### src/sv/trd_pkg.sv
// ----------------------------------------------------------------------------
// trd_pkg
// Types, codes and reply tables shared by the telnet receive deframer.
// ----------------------------------------------------------------------------
package trd_pkg;

  // Telnet protocol bytes
  localparam logic [7:0] B_IAC  = 8'd255;
  localparam logic [7:0] B_DONT = 8'd254;
  localparam logic [7:0] B_DO   = 8'd253;
  localparam logic [7:0] B_WONT = 8'd252;
  localparam logic [7:0] B_WILL = 8'd251;
  localparam logic [7:0] B_SB   = 8'd250;
  localparam logic [7:0] B_SE   = 8'd240;
  localparam logic [7:0] B_EOR  = 8'd239;

  // Option codes
  localparam logic [7:0] OPT_BIN = 8'd0;
  localparam logic [7:0] OPT_TT  = 8'd24;
  localparam logic [7:0] OPT_EOR = 8'd25;
  localparam logic [7:0] OPT_ENV = 8'd39;

  // Burst lengths
  localparam int unsigned SINGLE_LEN  = 1;
  localparam int unsigned TRIPLET_LEN = 3;
  localparam int unsigned TT_LEN      = 6;
  localparam int unsigned ENV_LEN     = 25;
  localparam int unsigned IDX_W       = $clog2(ENV_LEN);

  // Command queue
  localparam int unsigned FIFO_DEPTH = 2;
  localparam int unsigned FIFO_PTR_W = $clog2(FIFO_DEPTH);
  localparam int unsigned FIFO_CNT_W = $clog2(FIFO_DEPTH + 1);

  typedef enum logic [2:0] {
    ST_DATA   = 3'd0,
    ST_IAC    = 3'd1,
    ST_VERB   = 3'd2,
    ST_SB     = 3'd3,
    ST_SB_IAC = 3'd4
  } parse_state_e;

  typedef enum logic [1:0] {
    VERB_DO   = 2'd0,
    VERB_DONT = 2'd1,
    VERB_WILL = 2'd2,
    VERB_WONT = 2'd3
  } verb_e;

  typedef enum logic [2:0] {
    K_DATA  = 3'd0,
    K_EOR   = 3'd1,
    K_REPLY = 3'd2,
    K_SB    = 3'd3,
    K_SBEND = 3'd4
  } kind_e;

  typedef enum logic [1:0] {
    CMD_SINGLE  = 2'd0,
    CMD_TRIPLET = 2'd1,
    CMD_TT      = 2'd2,
    CMD_ENV     = 2'd3
  } cmd_op_e;

  typedef struct packed {
    cmd_op_e    op;
    kind_e      kind;
    logic [7:0] verb;
    logic [7:0] value;
  } cmd_t;

  // Environment SEND request sent on WILL NEW-ENVIRON in host mode
  function automatic logic [7:0] env_byte(logic [IDX_W-1:0] i);
    logic [7:0] b;
    case (i)
      5'd0:    b = 8'd255;
      5'd1:    b = 8'd250;
      5'd2:    b = 8'd39;
      5'd3:    b = 8'd1;
      5'd4:    b = 8'd3;
      5'd5:    b = 8'd73;
      5'd6:    b = 8'd66;
      5'd7:    b = 8'd77;
      5'd8:    b = 8'd82;
      5'd9:    b = 8'd83;
      5'd10:   b = 8'd69;
      5'd11:   b = 8'd69;
      5'd12:   b = 8'd68;
      5'd13:   b = 8'd0;
      5'd14:   b = 8'd1;
      5'd15:   b = 8'd2;
      5'd16:   b = 8'd3;
      5'd17:   b = 8'd4;
      5'd18:   b = 8'd5;
      5'd19:   b = 8'd6;
      5'd20:   b = 8'd7;
      5'd21:   b = 8'd0;
      5'd22:   b = 8'd3;
      5'd23:   b = 8'd255;
      5'd24:   b = 8'd240;
      default: b = 8'd0;
    endcase
    return b;
  endfunction

  // Terminal type SEND request: IAC SB 24 1 IAC SE
  function automatic logic [7:0] tt_byte(logic [2:0] i);
    logic [7:0] b;
    case (i)
      3'd0:    b = B_IAC;
      3'd1:    b = B_SB;
      3'd2:    b = OPT_TT;
      3'd3:    b = 8'd1;
      3'd4:    b = B_IAC;
      3'd5:    b = B_SE;
      default: b = 8'd0;
    endcase
    return b;
  endfunction

endpackage

### src/sv/trd_front.sv
// ----------------------------------------------------------------------------
// trd_front
// Parses received bytes and turns each into at most one queued command.
// ----------------------------------------------------------------------------
module trd_front
  import trd_pkg::*;
(
  input  logic       clk_i,
  input  logic       rst_ni,
  input  logic       host_mode_i,
  input  logic       in_valid_i,
  output logic       in_ready_o,
  input  logic [7:0] in_byte_i,
  output logic       push_o,
  output cmd_t       push_cmd_o,
  input  logic       push_ready_i
);

  parse_state_e state_q, state_d;
  verb_e        verb_q, verb_d;
  logic         rec_open_q, rec_open_d;
  logic         accept;
  logic         has_cmd;
  logic         known_opt;

  assign in_ready_o = push_ready_i;
  assign accept     = in_valid_i && push_ready_i;
  assign known_opt  = (in_byte_i == OPT_TT) || (in_byte_i == OPT_EOR) ||
                      (in_byte_i == OPT_BIN) || (in_byte_i == OPT_ENV);

  // Next state
  always_comb begin
    state_d    = state_q;
    verb_d     = verb_q;
    rec_open_d = rec_open_q;
    if (accept) begin
      case (state_q)
        ST_IAC: begin
          state_d = ST_DATA;
          if (in_byte_i == B_IAC) begin
            rec_open_d = 1'b1;
          end else if (in_byte_i == B_DO) begin
            verb_d  = VERB_DO;
            state_d = ST_VERB;
          end else if (in_byte_i == B_DONT) begin
            verb_d  = VERB_DONT;
            state_d = ST_VERB;
          end else if (in_byte_i == B_WILL) begin
            verb_d  = VERB_WILL;
            state_d = ST_VERB;
          end else if (in_byte_i == B_WONT) begin
            verb_d  = VERB_WONT;
            state_d = ST_VERB;
          end else if (in_byte_i == B_SB) begin
            state_d = ST_SB;
          end else if (in_byte_i == B_EOR) begin
            rec_open_d = 1'b0;
          end
        end
        ST_VERB: begin
          state_d = ST_DATA;
        end
        ST_SB: begin
          if (in_byte_i == B_IAC) begin
            state_d = ST_SB_IAC;
          end
        end
        ST_SB_IAC: begin
          state_d = (in_byte_i == B_SE) ? ST_DATA : ST_SB;
        end
        default: begin
          if (in_byte_i == B_IAC) begin
            state_d = ST_IAC;
          end else begin
            state_d    = ST_DATA;
            rec_open_d = 1'b1;
          end
        end
      endcase
    end
  end

  // Command build
  always_comb begin
    has_cmd          = 1'b0;
    push_cmd_o.op    = CMD_SINGLE;
    push_cmd_o.kind  = K_DATA;
    push_cmd_o.verb  = 8'd0;
    push_cmd_o.value = in_byte_i;
    case (state_q)
      ST_IAC: begin
        if (in_byte_i == B_IAC) begin
          has_cmd = 1'b1;
        end else if (in_byte_i == B_EOR && rec_open_q) begin
          has_cmd          = 1'b1;
          push_cmd_o.kind  = K_EOR;
          push_cmd_o.value = 8'd0;
        end
      end
      ST_VERB: begin
        push_cmd_o.kind = K_REPLY;
        if (host_mode_i) begin
          if (verb_q == VERB_WILL) begin
            if (in_byte_i == OPT_ENV) begin
              has_cmd       = 1'b1;
              push_cmd_o.op = CMD_ENV;
            end else if (in_byte_i == OPT_TT) begin
              has_cmd       = 1'b1;
              push_cmd_o.op = CMD_TT;
            end else if (in_byte_i == OPT_EOR || in_byte_i == OPT_BIN) begin
              has_cmd         = 1'b1;
              push_cmd_o.op   = CMD_TRIPLET;
              push_cmd_o.verb = B_WILL;
            end
          end
        end else if (verb_q == VERB_DO) begin
          has_cmd         = 1'b1;
          push_cmd_o.op   = CMD_TRIPLET;
          push_cmd_o.verb = known_opt ? B_WILL : B_WONT;
        end else if (verb_q == VERB_WILL) begin
          has_cmd         = 1'b1;
          push_cmd_o.op   = CMD_TRIPLET;
          push_cmd_o.verb = known_opt ? B_DO : B_DONT;
        end
      end
      ST_SB: begin
        if (in_byte_i != B_IAC) begin
          has_cmd         = 1'b1;
          push_cmd_o.kind = K_SB;
        end
      end
      ST_SB_IAC: begin
        if (in_byte_i == B_IAC) begin
          has_cmd         = 1'b1;
          push_cmd_o.kind = K_SB;
        end else if (in_byte_i == B_SE) begin
          has_cmd          = 1'b1;
          push_cmd_o.kind  = K_SBEND;
          push_cmd_o.value = 8'd0;
        end
      end
      default: begin
        has_cmd = (in_byte_i != B_IAC);
      end
    endcase
  end

  assign push_o = accept && has_cmd;

  always_ff @(posedge clk_i or negedge rst_ni) begin
    if (!rst_ni) begin
      state_q    <= ST_DATA;
      verb_q     <= VERB_DO;
      rec_open_q <= 1'b0;
    end else begin
      state_q    <= state_d;
      verb_q     <= verb_d;
      rec_open_q <= rec_open_d;
    end
  end

endmodule

### src/sv/trd_fifo.sv
// ----------------------------------------------------------------------------
// trd_fifo
// Short command queue between the parser and the result sequencer.
// ----------------------------------------------------------------------------
module trd_fifo
  import trd_pkg::*;
(
  input  logic clk_i,
  input  logic rst_ni,
  input  logic push_i,
  input  cmd_t push_cmd_i,
  output logic push_ready_o,
  input  logic pop_i,
  output logic head_valid_o,
  output cmd_t head_cmd_o
);

  cmd_t                  mem_q [FIFO_DEPTH];
  logic [FIFO_PTR_W-1:0] wptr_q, wptr_d;
  logic [FIFO_PTR_W-1:0] rptr_q, rptr_d;
  logic [FIFO_CNT_W-1:0] count_q, count_d;

  assign push_ready_o = (count_q != FIFO_CNT_W'(FIFO_DEPTH));
  assign head_valid_o = (count_q != '0);
  assign head_cmd_o   = mem_q[rptr_q];

  always_comb begin
    wptr_d  = wptr_q;
    rptr_d  = rptr_q;
    count_d = count_q;
    if (push_i) begin
      wptr_d = (wptr_q == FIFO_PTR_W'(FIFO_DEPTH - 1)) ? '0 : wptr_q + 1'b1;
    end
    if (pop_i) begin
      rptr_d = (rptr_q == FIFO_PTR_W'(FIFO_DEPTH - 1)) ? '0 : rptr_q + 1'b1;
    end
    if (push_i && !pop_i) begin
      count_d = count_q + 1'b1;
    end else if (pop_i && !push_i) begin
      count_d = count_q - 1'b1;
    end
  end

  always_ff @(posedge clk_i) begin
    if (push_i) begin
      mem_q[wptr_q] <= push_cmd_i;
    end
  end

  always_ff @(posedge clk_i or negedge rst_ni) begin
    if (!rst_ni) begin
      wptr_q  <= '0;
      rptr_q  <= '0;
      count_q <= '0;
    end else begin
      wptr_q  <= wptr_d;
      rptr_q  <= rptr_d;
      count_q <= count_d;
    end
  end

`ifndef SYNTHESIS
  a_count_bound: assert property (@(posedge clk_i) disable iff (!rst_ni)
    count_q <= FIFO_CNT_W'(FIFO_DEPTH))
    else $error("command queue over depth");
  a_no_pop_empty: assert property (@(posedge clk_i) disable iff (!rst_ni)
    !head_valid_o |-> !pop_i)
    else $error("pop from empty command queue");
  a_push_grows: assert property (@(posedge clk_i) disable iff (!rst_ni)
    (push_i && !pop_i) |=> count_q == $past(count_q) + 1'b1)
    else $error("push did not grow command queue");
`endif

endmodule

### src/sv/trd_back.sv
// ----------------------------------------------------------------------------
// trd_back
// Expands queued commands into result items in an output register, one per
// cycle while the output is not stalled.
// ----------------------------------------------------------------------------
module trd_back
  import trd_pkg::*;
(
  input  logic       clk_i,
  input  logic       rst_ni,
  input  logic       cmd_valid_i,
  input  cmd_t       cmd_i,
  output logic       cmd_pop_o,
  output logic       out_valid_o,
  input  logic       out_ready_i,
  output logic [2:0] out_kind_o,
  output logic [7:0] out_value_o,
  output logic       out_last_o
);

  logic [IDX_W-1:0] idx_q, idx_d;
  logic [IDX_W-1:0] item_len;
  logic [7:0]       item_value;
  logic             item_last;
  logic             load;
  logic             out_valid_q, out_valid_d;
  logic [2:0]       out_kind_q;
  logic [7:0]       out_value_q;
  logic             out_last_q;

  always_comb begin
    case (cmd_i.op)
      CMD_SINGLE: begin
        item_len   = IDX_W'(SINGLE_LEN);
        item_value = cmd_i.value;
      end
      CMD_TRIPLET: begin
        item_len = IDX_W'(TRIPLET_LEN);
        case (idx_q)
          IDX_W'(0): item_value = B_IAC;
          IDX_W'(1): item_value = cmd_i.verb;
          default:   item_value = cmd_i.value;
        endcase
      end
      CMD_TT: begin
        item_len   = IDX_W'(TT_LEN);
        item_value = tt_byte(idx_q[2:0]);
      end
      default: begin
        item_len   = IDX_W'(ENV_LEN);
        item_value = env_byte(idx_q);
      end
    endcase
  end

  assign item_last = (idx_q == item_len - 1'b1);
  assign load      = cmd_valid_i && (!out_valid_q || out_ready_i);
  assign cmd_pop_o = load && item_last;

  always_comb begin
    idx_d       = idx_q;
    out_valid_d = out_valid_q;
    if (load) begin
      idx_d       = item_last ? '0 : idx_q + 1'b1;
      out_valid_d = 1'b1;
    end else if (out_ready_i) begin
      out_valid_d = 1'b0;
    end
  end

  always_ff @(posedge clk_i) begin
    if (load) begin
      out_kind_q  <= cmd_i.kind;
      out_value_q <= item_value;
      out_last_q  <= item_last;
    end
  end

  always_ff @(posedge clk_i or negedge rst_ni) begin
    if (!rst_ni) begin
      idx_q       <= '0;
      out_valid_q <= 1'b0;
    end else begin
      idx_q       <= idx_d;
      out_valid_q <= out_valid_d;
    end
  end

  assign out_valid_o = out_valid_q;
  assign out_kind_o  = out_kind_q;
  assign out_value_o = out_value_q;
  assign out_last_o  = out_last_q;

`ifndef SYNTHESIS
  a_pop_on_last: assert property (@(posedge clk_i) disable iff (!rst_ni)
    cmd_pop_o |-> (load && item_last))
    else $error("command popped before its last item");
  a_burst_head_held: assert property (@(posedge clk_i) disable iff (!rst_ni)
    (idx_q != '0) |-> cmd_valid_i)
    else $error("command left mid-burst");
  a_idx_in_range: assert property (@(posedge clk_i) disable iff (!rst_ni)
    cmd_valid_i |-> (idx_q < item_len))
    else $error("burst index past command length");
  a_last_pops: assert property (@(posedge clk_i) disable iff (!rst_ni)
    cmd_pop_o |=> (out_valid_o && out_last_o))
    else $error("popped command did not end with a last item");
`endif

endmodule

### src/sv/telnet_receive_deframer.sv
// ----------------------------------------------------------------------------
// telnet_receive_deframer
// Telnet receive deframer: strips IAC escapes, marks records, passes
// subnegotiation payload and answers option negotiation.
// ----------------------------------------------------------------------------
//
//  channel   direction  tdata           tuser      tlast
//  s_axis    in         rx_byte[7:0]    -          -
//  m_axis    out        value[7:0]      kind[2:0]  last
//  cfg       in         host_mode (1 bit, written on cfg_we_i)
//
//  Cycles: one received byte is taken per cycle while the command queue has
//  room; each result item leaves the output register one per cycle unless
//  stalled. A reply burst of N items (3, 6 or 25) holds the result sequencer
//  to its last item; the two-entry command queue fills and intake stalls.
//  Output stalls back up through the output register into the queue.
//  Reset (async, active low) clears parser state, queue and host_mode; no
//  clearing pass is needed.
// ----------------------------------------------------------------------------
module telnet_receive_deframer
  import trd_pkg::*;
(
  input  logic       clk_i,
  input  logic       rst_ni,
  // configuration
  input  logic       cfg_we_i,
  input  logic       cfg_wdata_i,     // host_mode
  // received bytes
  input  logic       s_axis_tvalid_i,
  output logic       s_axis_tready_o,
  input  logic [7:0] s_axis_tdata_i,  // [7:0] rx_byte
  // result items
  output logic       m_axis_tvalid_o,
  input  logic       m_axis_tready_i,
  output logic [7:0] m_axis_tdata_o,  // [7:0] value
  output logic [2:0] m_axis_tuser_o,  // [2:0] kind
  output logic       m_axis_tlast_o   // last item caused by one received byte
);

  logic host_mode_q;
  logic push;
  cmd_t push_cmd;
  logic push_ready;
  logic head_valid;
  cmd_t head_cmd;
  logic pop;

  // Hold the negotiation policy; the user must write it only while the block is idle, which the block does not enforce.
  always_ff @(posedge clk_i or negedge rst_ni) begin
    if (!rst_ni) begin
      host_mode_q <= 1'b0;
    end else if (cfg_we_i) begin
      host_mode_q <= cfg_wdata_i;
    end
  end

  // Front: classify each byte and queue at most one command per transfer.
  trd_front u_front (
    .clk_i        (clk_i),
    .rst_ni       (rst_ni),
    .host_mode_i  (host_mode_q),
    .in_valid_i   (s_axis_tvalid_i),
    .in_ready_o   (s_axis_tready_o),
    .in_byte_i    (s_axis_tdata_i),
    .push_o       (push),
    .push_cmd_o   (push_cmd),
    .push_ready_i (push_ready)
  );

  // Queue: decouple parsing from reply bursts.
  trd_fifo u_fifo (
    .clk_i        (clk_i),
    .rst_ni       (rst_ni),
    .push_i       (push),
    .push_cmd_i   (push_cmd),
    .push_ready_o (push_ready),
    .pop_i        (pop),
    .head_valid_o (head_valid),
    .head_cmd_o   (head_cmd)
  );

  // Back: advance through each command's items into the output register.
  trd_back u_back (
    .clk_i       (clk_i),
    .rst_ni      (rst_ni),
    .cmd_valid_i (head_valid),
    .cmd_i       (head_cmd),
    .cmd_pop_o   (pop),
    .out_valid_o (m_axis_tvalid_o),
    .out_ready_i (m_axis_tready_i),
    .out_kind_o  (m_axis_tuser_o),
    .out_value_o (m_axis_tdata_o),
    .out_last_o  (m_axis_tlast_o)
  );

endmodule

### config.mk
export PLATFORM = sky130hd
export DESIGN_NAME = telnet_receive_deframer
export DESIGN_NICKNAME = d
export VERILOG_FILES = /design/src/sv/trd_pkg.sv /design/src/sv/trd_front.sv /design/src/sv/trd_fifo.sv /design/src/sv/trd_back.sv /design/src/sv/telnet_receive_deframer.sv
export SDC_FILE = /design/constraint.sdc
export NUM_CORES = 1
export LEC_CHECK = 0
export BUFFER_PORTS_ARGS = -buffer_cell sky130_fd_sc_hd__buf_4
export CAP_MARGIN = 20
export CORE_UTILIZATION = 61
export CTS_CLUSTER_SIZE = 30
export DETAILED_ROUTE_END_ITERATION = 10
export GPL_TIMING_DRIVEN = 0
export PLACE_DENSITY_LB_ADDON = 0.2
export SLEW_MARGIN = 20
export SYNTH_ARGS = -nofsm -noshare
export SYNTH_HDL_FRONTEND = slang
export SYNTH_HIERARCHICAL = 1
export SYNTH_SLANG_ARGS = --single-unit
### constraint.sdc
create_clock -name clk_i -period 4.5 [get_ports clk_i]
set_input_delay 0.225 -clock clk_i [delete_from_list [all_inputs] [get_ports clk_i]]
set_output_delay 0.225 -clock clk_i [all_outputs]
set_load 0.1 [all_outputs]
==> key figures, run 1 <==
Outcome
  • Run status: finished, final reports clean

Global routing
  • Total Routing Usage GR: 27.6%
  • First-pass GRT wire length: 15500 µm
  • Initial antenna violation count: 0
  • Largest net degree at the start of global routing: 22
  • Vias in the first global route: 3103
  • Overflow left after global routing: 0

STA
  • Max Clk Rate: 311 MHz
  • Hold Fails Final Rpt: 0
  • Final worst path period share: 71.5%
  • Final Max Slew Viols: 0
  • Fin Clk Skew: 6.00 ps
  • Crit path time final: 3220 ps
  • Final setup vio count: 0
  • Setup TNS: 0 ps
  • Worst slew margin: 33.0%
  • RSZ-0062 raised after global routing: false
  • Slew @ Worst Pin: 1010 ps

Pwr
  • Internal: 1.83 mW
  • Seq pwr share: 30.6%
  • Leakage: 1.88 nW
  • Power, Total: 3.37 mW
  • Clock power share: 16.6%
  • Highest ir drop seen on vdd: 459 µV
  • Sw frac: 45.7%
  • Pwr Density: 694 nW/µm²
  • Comb pwr share: 52.8%
  • NetSw: 1.54 mW

Floorplanning
  • Die Wd: 86.0 µm
  • Ports: 28
  • Die Y: 86.0 µm
  • Core ar.: 6790 µm²
  • Total Die Area: 7400 µm²
  • Cell row count: 30
  • Initial core utilization: 63.4%

Layout
  • Antenna cells: 0
  • FF+latch area: 2050 µm²
  • Commonest cells after routing, fill and taps aside: edfxtp_1, buf_4, nand2_1, nor2_1, a21oi_1
  • Multi-input gate area: 1960 µm²
  • Fin nets: 464
  • Share of cells above drive strength 1: 24.7%
  • Filler cells: 530
  • Area grow syn2layout: 12.8%
  • Commonest non-fill, non-tap cell in the layout: edfxtp_1

Min path
  • Min-delay src: cfg_wdata_i
  • Worst Hold Class: in2reg

Clock tree
  • CTS-repair resized insts: 0
  • Clock buffer depth: 2
  • H-tree depth: 3
  • Root Driver: clkbuf_8
  • Post-CTS Hold Buffers: 1
  • Worst skew pair latency: 340 ps
  • Num CTS Buffers: 9
  • Clock sinks: 71
  • CTS tree: yes
  • # Post-CTS Setup Buffers: 0
  • Worst-path clk slew: 70 ps

Place
  • GPL Wtd Cong: 0.929
  • IO buf count: 25
  • DPL Wire Length: 6900 µm

Routing
  • Routed wire length: 9580 µm
  • DRT antenna net count: 0
  • Routed len/inst: 17.7 µm
  • DRC viols: 0
  • Initial DRC Count: 220
  • Pre-Repair DR Iteration Count: 5
  • Vias/cell: 6.11
  • Via Count: 3304

Logic synthesis
  • EDFF count, synth: 54
  • Mapped Nets: 426
  • Area leader, netlist: edfxtp_1
  • Number of synthesis warnings: 6
  • Avg Synthesized Cell Area: 10.7 µm²
  • Synth Flop Type: edfxtp_1
  • Flops & latches, synth: 71
  • Synth area leaders: edfxtp_1, dfrtp_1, mux2_2
  • Mapped Area: 4310 µm²
  • Share of the synthesized area in the top cell type: 37.7%
  • Post-Syn Instances: 402
  • Post-synthesis async set-or-reset flop share: 23.9%
  • Distinct cells, synth: 62
  • Sequential-to-total area share from yosys stat: 47.5%

Worst setup path
  • Worst R2R Start: u_front/state_q[1]
  • Slowest-stage cell, CP: and2_1
  • CP Class: reg2reg
  • Crit path required time: 4460 ps
  • CP peak stage delay: 850 ps
  • Worst EP arrival: 3180 ps
  • Critical-path cell list: clkbuf_2 -> nor3b_4 -> or4b_4 -> a21boi_4 -> o21a_1 -> a21oi_1 -> and2_1
  • Setup crit start kind: register
  • CP Launch Point: u_front/state_q[1]
  • CP endpoint kind: register
  • Worst Path Max Fanout: 21

Flow run
  • Max-capacitance violation count: 0
## state kept, by name, summed over array words and instances (netlist names)
name	cells
u_fifo/mem_q	42
u_back/out_value_o	8
u_back/idx_q	5
u_back/out_kind_o	3
u_front/state_q	3
u_fifo/count_q	2
u_front/verb_q	2
host_mode_q	1
u_back/out_last_o	1
u_back/out_valid_o	1
u_fifo/rptr_q	1
u_fifo/wptr_q	1
u_front/rec_open_q	1
## stage by stage
step | std cells | cell area, µm² | util, % | setup slack [ps] | hold slack [ps]
2_1_floorplan | 402 | 4310 | - | 1340 | -70.6
3_3_place_gp | 523 | 4610 | 67.9 | 655 | 106
3_5_place_dp | 524 | 4630 | 68.1 | 1270 | 107
4_1_cts | 541 | 4860 | 71.5 | 1230 | 107
5_1_grt | 541 | 4860 | 71.5 | 1070 | 105
6_report | 541 | 4860 | 71.5 | 1280 | 118
## worst max-delay path, delay by kind of cell (launching register included)
kind | cells | cell delay (ps)
AOI/OAI and AO/OA | 3 | 620
buffers and inverters | 1 | 190
DFF | 1 | 360
and+or+nand+nor | 3 | 1670
## routing by layer
layer  global-route usage, %  vias up  wire length [µm]
met5                       0        -                 0
met4                    10.9        0               231
met3                    4.81       29               508
met2                    45.7      143              4890
met1                    36.2     1569              3950
li1                        -     1563                 -
## cells by family (layout without fill, tap and decap cells)
kind of cell	count (synthesis)	after routing	synth area share (%)
simple gates	142	142	17.9
compound gates	88	88	14.4
flops	71	71	47.5
buf+inv	49	92	7.09
mux	31	31	7.96
xor+xnor	11	11	2.24
fa+ha+maj	10	10	2.91
## path summary, 6_finish.rpt
check	endpoint	slack (ps)	cells after the start
max	u_fifo/mem_q[1][1]	1280	7
min	host_mode_q	120	2
max reg2reg	u_fifo/mem_q[1][1]	1280	7
min reg2reg	u_fifo/count_q[1]	500	1
max in group asynchronous	u_back/out_valid_o	4010	2
min in group asynchronous	u_back/idx_q[4]	280	2
## final cells by class
cell class | count | area share [%]
multi-input combinational | 282 | 40.3
timing repair buffer | 27 | 4.30
buffer | 35 | 5.20
tap | 96 | 2.47
inverter | 14 | 1.08
clock buffer | 9 | 2.55
clock inverter | 7 | 1.96
sequential | 71 | 42.2
## power groups by stage
stage | clock (mW) | combinational [mW] | sequential, mW
finish | 0.560 | 1.78 | 1.03
global route | 0.595 | 1.89 | 1.05
CTS | 0.566 | 1.76 | 1.03
detailed placement | 0 | 1.75 | 1.04
global placement | 0 | 1.74 | 1.03
floorplan | 0 | 0.957 | 1.44
## cells in the mapped netlist (all sizes together), types with 3 or more instances
cell type and number:
a21o 4, clkbuf 7, o211ai 4, o31ai 3, o221ai 4, nor2b 7
a21oi 24, nor4 4, a31oi 4, and2 15, ha 10, a41oi 3
nand2b 6, nand2 30, xnor2 5, nand3 11, a21boi 3, mux2i 8
o22ai 6, xor2 6, a211oi 3, nor2 29, buf 28, nand4b 3
o21ai 13, inv 14, nand4 5, mux2 23, or2 4, or3 7
nor3 13, edfxtp 54, dfrtp 17
No activity file was read; power rests on OpenSTA's default activity.
==> run 2: changes to the inputs <==
ABC_AREA = 1   (was not set)
CORE_UTILIZATION = 55   (was 61)
clock period = 2.8 ns   (was 4.5 ns; I/O delays follow)
==> run 2 against run 1 <==
  * Clock skew is 6.2 ps higher
  * Critical endpoint is now u_fifo/mem_q[0][14]
  * Cell area fell by 3.4%
  * Area after synthesis down 3.7%
  * First-iteration DRC count increased by 37%
  * Global-route usage decreased by 3.5 points
==> key figures, run 2 <==
Min path
  • Worst Hold Class: in2reg (unchanged)

Global routing
  • Initial antenna violation count: 0 (unchanged)
  • Overflow left after global routing: 0 (unchanged)
  • Largest net degree at the start of global routing: 22 (unchanged)
  • First-pass GRT wire length: 14000 µm (was 15500 µm)
  • Vias in the first global route: 3027 (was 3103)
  • Total Routing Usage GR: 24.0% (was 27.6%)

Routing
  • Pre-Repair DR Iteration Count: 5 (unchanged)
  • Routed wire length: 8540 µm (was 9580 µm)
  • DR WL met3: 374 µm (was 508 µm)
  • DRT antenna net count: 0 (unchanged)
  • Via Count: 3273 (was 3304)
  • DRC viols: 0 (unchanged)
  • Max Used Layer: met4 (unchanged)
  • Vias/cell: 5.26 (was 6.11)
  • M1 wire length: 4000 µm (was 3950 µm)
  • Routed len/inst: 13.7 µm (was 17.7 µm)
  • Initial DRC Count: 301 (was 220)
  • WL met2: 3970 µm (was 4890 µm)

Layout
  • Final core occ: 64.7% (was 71.5%)
  • Area grow syn2layout: 13.2% (was 12.8%)
  • Finished Layout Cells: 622 (was 541)
  • Commonest cells after routing, fill and taps aside: nand2_1, inv_1, edfxtp_1, nor2_1, nand3_1 (was edfxtp_1, buf_4, nand2_1, nor2_1, a21oi_1)
  • Share of cells above drive strength 1: 19.9% (was 24.7%)
  • Post-route design area: 4690 µm² (was 4860 µm²)
  • Commonest non-fill, non-tap cell in the layout: nand2_1 (was edfxtp_1)
  • Antenna cells: 0 (unchanged)
  • Fin nets: 542 (was 464)
  • Largest Register: u_fifo/mem_q (unchanged)
  • Max FFs per register: 42 (unchanged)

Clock tree
  • Clock buffer depth: 2 (unchanged)
  • CTS tree: yes (unchanged)
  • Clock sinks: 71 (unchanged)
  • Num CTS Buffers: 9 (unchanged)
  • H-tree depth: 3 (unchanged)
  • # Post-CTS Setup Buffers: 0 (unchanged)
  • Root Driver: clkbuf_8 (unchanged)
  • Worst skew pair latency: 350 ps (was 340 ps)
  • Worst-path clk slew: 90 ps (was 70 ps)

Place
  • DP Area: 4490 µm² (was 4630 µm²)
  • Placed Instances: 604 (was 524)
  • DPL Wire Length: 6420 µm (was 6900 µm)
  • IO buf count: 27 (was 25)
  • DP Worst Slack: 174 ps (was 1270 ps)
  • GPL Wtd Cong: 0.867 (was 0.929)

Logic synthesis
  • Avg Synthesized Cell Area: 8.69 µm² (was 10.7 µm²)
  • Mapped Area: 4140 µm² (was 4310 µm²)
  • Synth Flop Type: edfxtp_1 (unchanged)
  • EDFF count, synth: 54 (unchanged)
  • Post-Syn Instances: 477 (was 402)
  • Area leader, netlist: edfxtp_1 (unchanged)
  • Mapped Nets: 501 (was 426)
  • Number of synthesis warnings: 6 (unchanged)
  • Count leader, synth: nand2_1 (was edfxtp_1)
  • Post-synthesis async set-or-reset flop share: 23.9% (unchanged)
  • Share of the synthesized area in the top cell type: 39.1% (was 37.7%)
  • Synth area leaders: edfxtp_1, nand2_1, dfrtp_1 (was edfxtp_1, dfrtp_1, mux2_2)
  • Flops & latches, synth: 71 (unchanged)
  • Distinct cells, synth: 31 (was 62)
  • Sequential-to-total area share from yosys stat: 49.4% (was 47.5%)
  • Synth top cells by count: nand2_1, inv_1, edfxtp_1 (was edfxtp_1, nand2_1, nor2_1)

Pwr
  • Clock power share: 14.3% (was 16.6%)
  • NetSw: 2.57 mW (was 1.54 mW)
  • Seq pwr share: 32.3% (was 30.6%)
  • Leakage: 2.19 nW (was 1.88 nW)
  • Sw frac: 49.1% (was 45.7%)
  • Highest ir drop seen on vdd: 641 µV (was 459 µV)
  • Internal: 2.67 mW (was 1.83 mW)
  • Comb pwr share: 53.4% (was 52.8%)
  • Power, Total: 5.25 mW (was 3.37 mW)
  • Pwr Density: 1120 nW/µm² (was 694 nW/µm²)

Floorplanning
  • Die Y: 88.8 µm (was 86.0 µm)
  • Initial core utilization: 57.1% (was 63.4%)
  • Core ar.: 7250 µm² (was 6790 µm²)
  • Ports: 28 (unchanged)
  • Total Die Area: 7890 µm² (was 7400 µm²)
  • Die Wd: 88.8 µm (was 86.0 µm)
  • Cell row count: 31 (was 30)

STA
  • Hold WS: 14.4 ps (was 118 ps)
  • Max Clk Rate: 382 MHz (was 311 MHz)
  • Setup ws final: 185 ps (was 1280 ps)
  • Final worst path period share: 93.4% (was 71.5%)
  • Slew @ Worst Pin: 836 ps (was 1010 ps)
  • Fin Clk Skew: 12.2 ps (was 6.00 ps)
  • Final Max Slew Viols: 0 (unchanged)
  • Crit path time final: 2620 ps (was 3220 ps)
  • Hold Fails Final Rpt: 0 (unchanged)
  • Setup TNS: 0 ps (unchanged)
  • Final setup vio count: 0 (unchanged)
  • Worst slew margin: 44.2% (was 33.0%)
  • RSZ-0062 raised after global routing: false (unchanged)

Worst setup path
  • Worst R2R Start: u_front/state_q[0] (was u_front/state_q[1])
  • Crit path required time: 2860 ps (was 4460 ps)
  • Worst Path Max Fanout: 11 (was 21)
  • CP Class: reg2reg (unchanged)
  • Reg2Reg Setup Slack: 180 ps (was 1280 ps)
  • CP endpoint kind: register (unchanged)
  • Worst EP arrival: 2680 ps (was 3180 ps)
  • CP endpoint: u_fifo/mem_q[0][14] (was u_fifo/mem_q[1][1])
  • Setup crit start kind: register (unchanged)
  • FF-to-FF path depth: 10 (was 7)
  • RR Endpoint: u_fifo/mem_q[0][14] (was u_fifo/mem_q[1][1])
  • CP Launch Point: u_front/state_q[0] (was u_front/state_q[1])

Outcome
  • Run status: finished, final reports clean (unchanged)

Flow run
  • Max-capacitance violation count: 0 (unchanged)
run 2: logic make-up after synthesis:
family                   after synthesis  synth area share, %
AO/OA/AOI/OAI                         41                 5.62
buffers and inverters                 88                 9.03
flip-flops                            71                 49.4
multiplexers                          21                 5.71
AND/OR/NAND/NOR                      242                 26.4
XOR/XNOR                               4                0.846
adder cells (fa/ha/maj)               10                 3.02
run 2: critical path, stage by stage, from the launching register on:
cell	delay, ps
dfrtp_1	380
inv_1	120
nand3_1	130
inv_1	110
nand3_1	190
nand3_1	160
nor2_1	50
a21oi_1	340
inv_1	90
nor2_2	510
buf_8	230
run 2: area by class of cell:
cell class	instances	area, µm²
repair buffers	30	238
well taps	99	124
multi-input cells	318	1730
fillers	624	2560
inverters	77	289
clock inverters	7	57.6
clock buffers	9	124
flip-flops and latches	71	2050
plain buffers	11	85.1
run 2: metal layers:
metal  global-route usage, %  vias up
li1                        -     1644
met1                    33.0     1510
met2                    36.9      104
met3                    4.29       15
met4                    11.9        0
met5                       0        -
run 2: worst min-delay path by stage:
stage / to / startpoint / slack (ps) / cells after the start
2_1_floorplan: host_mode_q / rst_ni / -160 / 0
3_3_place_gp: u_back/out_valid_o / rst_ni / 20 / 1
3_5_place_dp: u_back/idx_q[1] / rst_ni / 20 / 1
4_1_cts: host_mode_q / cfg_we_i / 8 / 3
5_1_grt: host_mode_q / cfg_we_i / 3 / 3
6_report: host_mode_q / cfg_we_i / 10 / 3
run 2: power groups by stage:
| stage | sequential (mW) | combinational [mW] | clock, mW |
|---|---|---|---|
| after floorplan | 2.39 | 1.49 | 0 |
| after detailed placement | 1.72 | 2.79 | 0 |
| after global placement | 1.70 | 2.73 | 0 |
| final | 1.69 | 2.80 | 0.751 |
| after CTS | 1.70 | 2.80 | 0.769 |
| after global routing | 1.73 | 3.05 | 0.814 |
run 2: repair_timing:
action	in CTS	in global routing
gates resized for setup	0	0
endpoints found under the hold margin	18	0
hold buffers	2	0
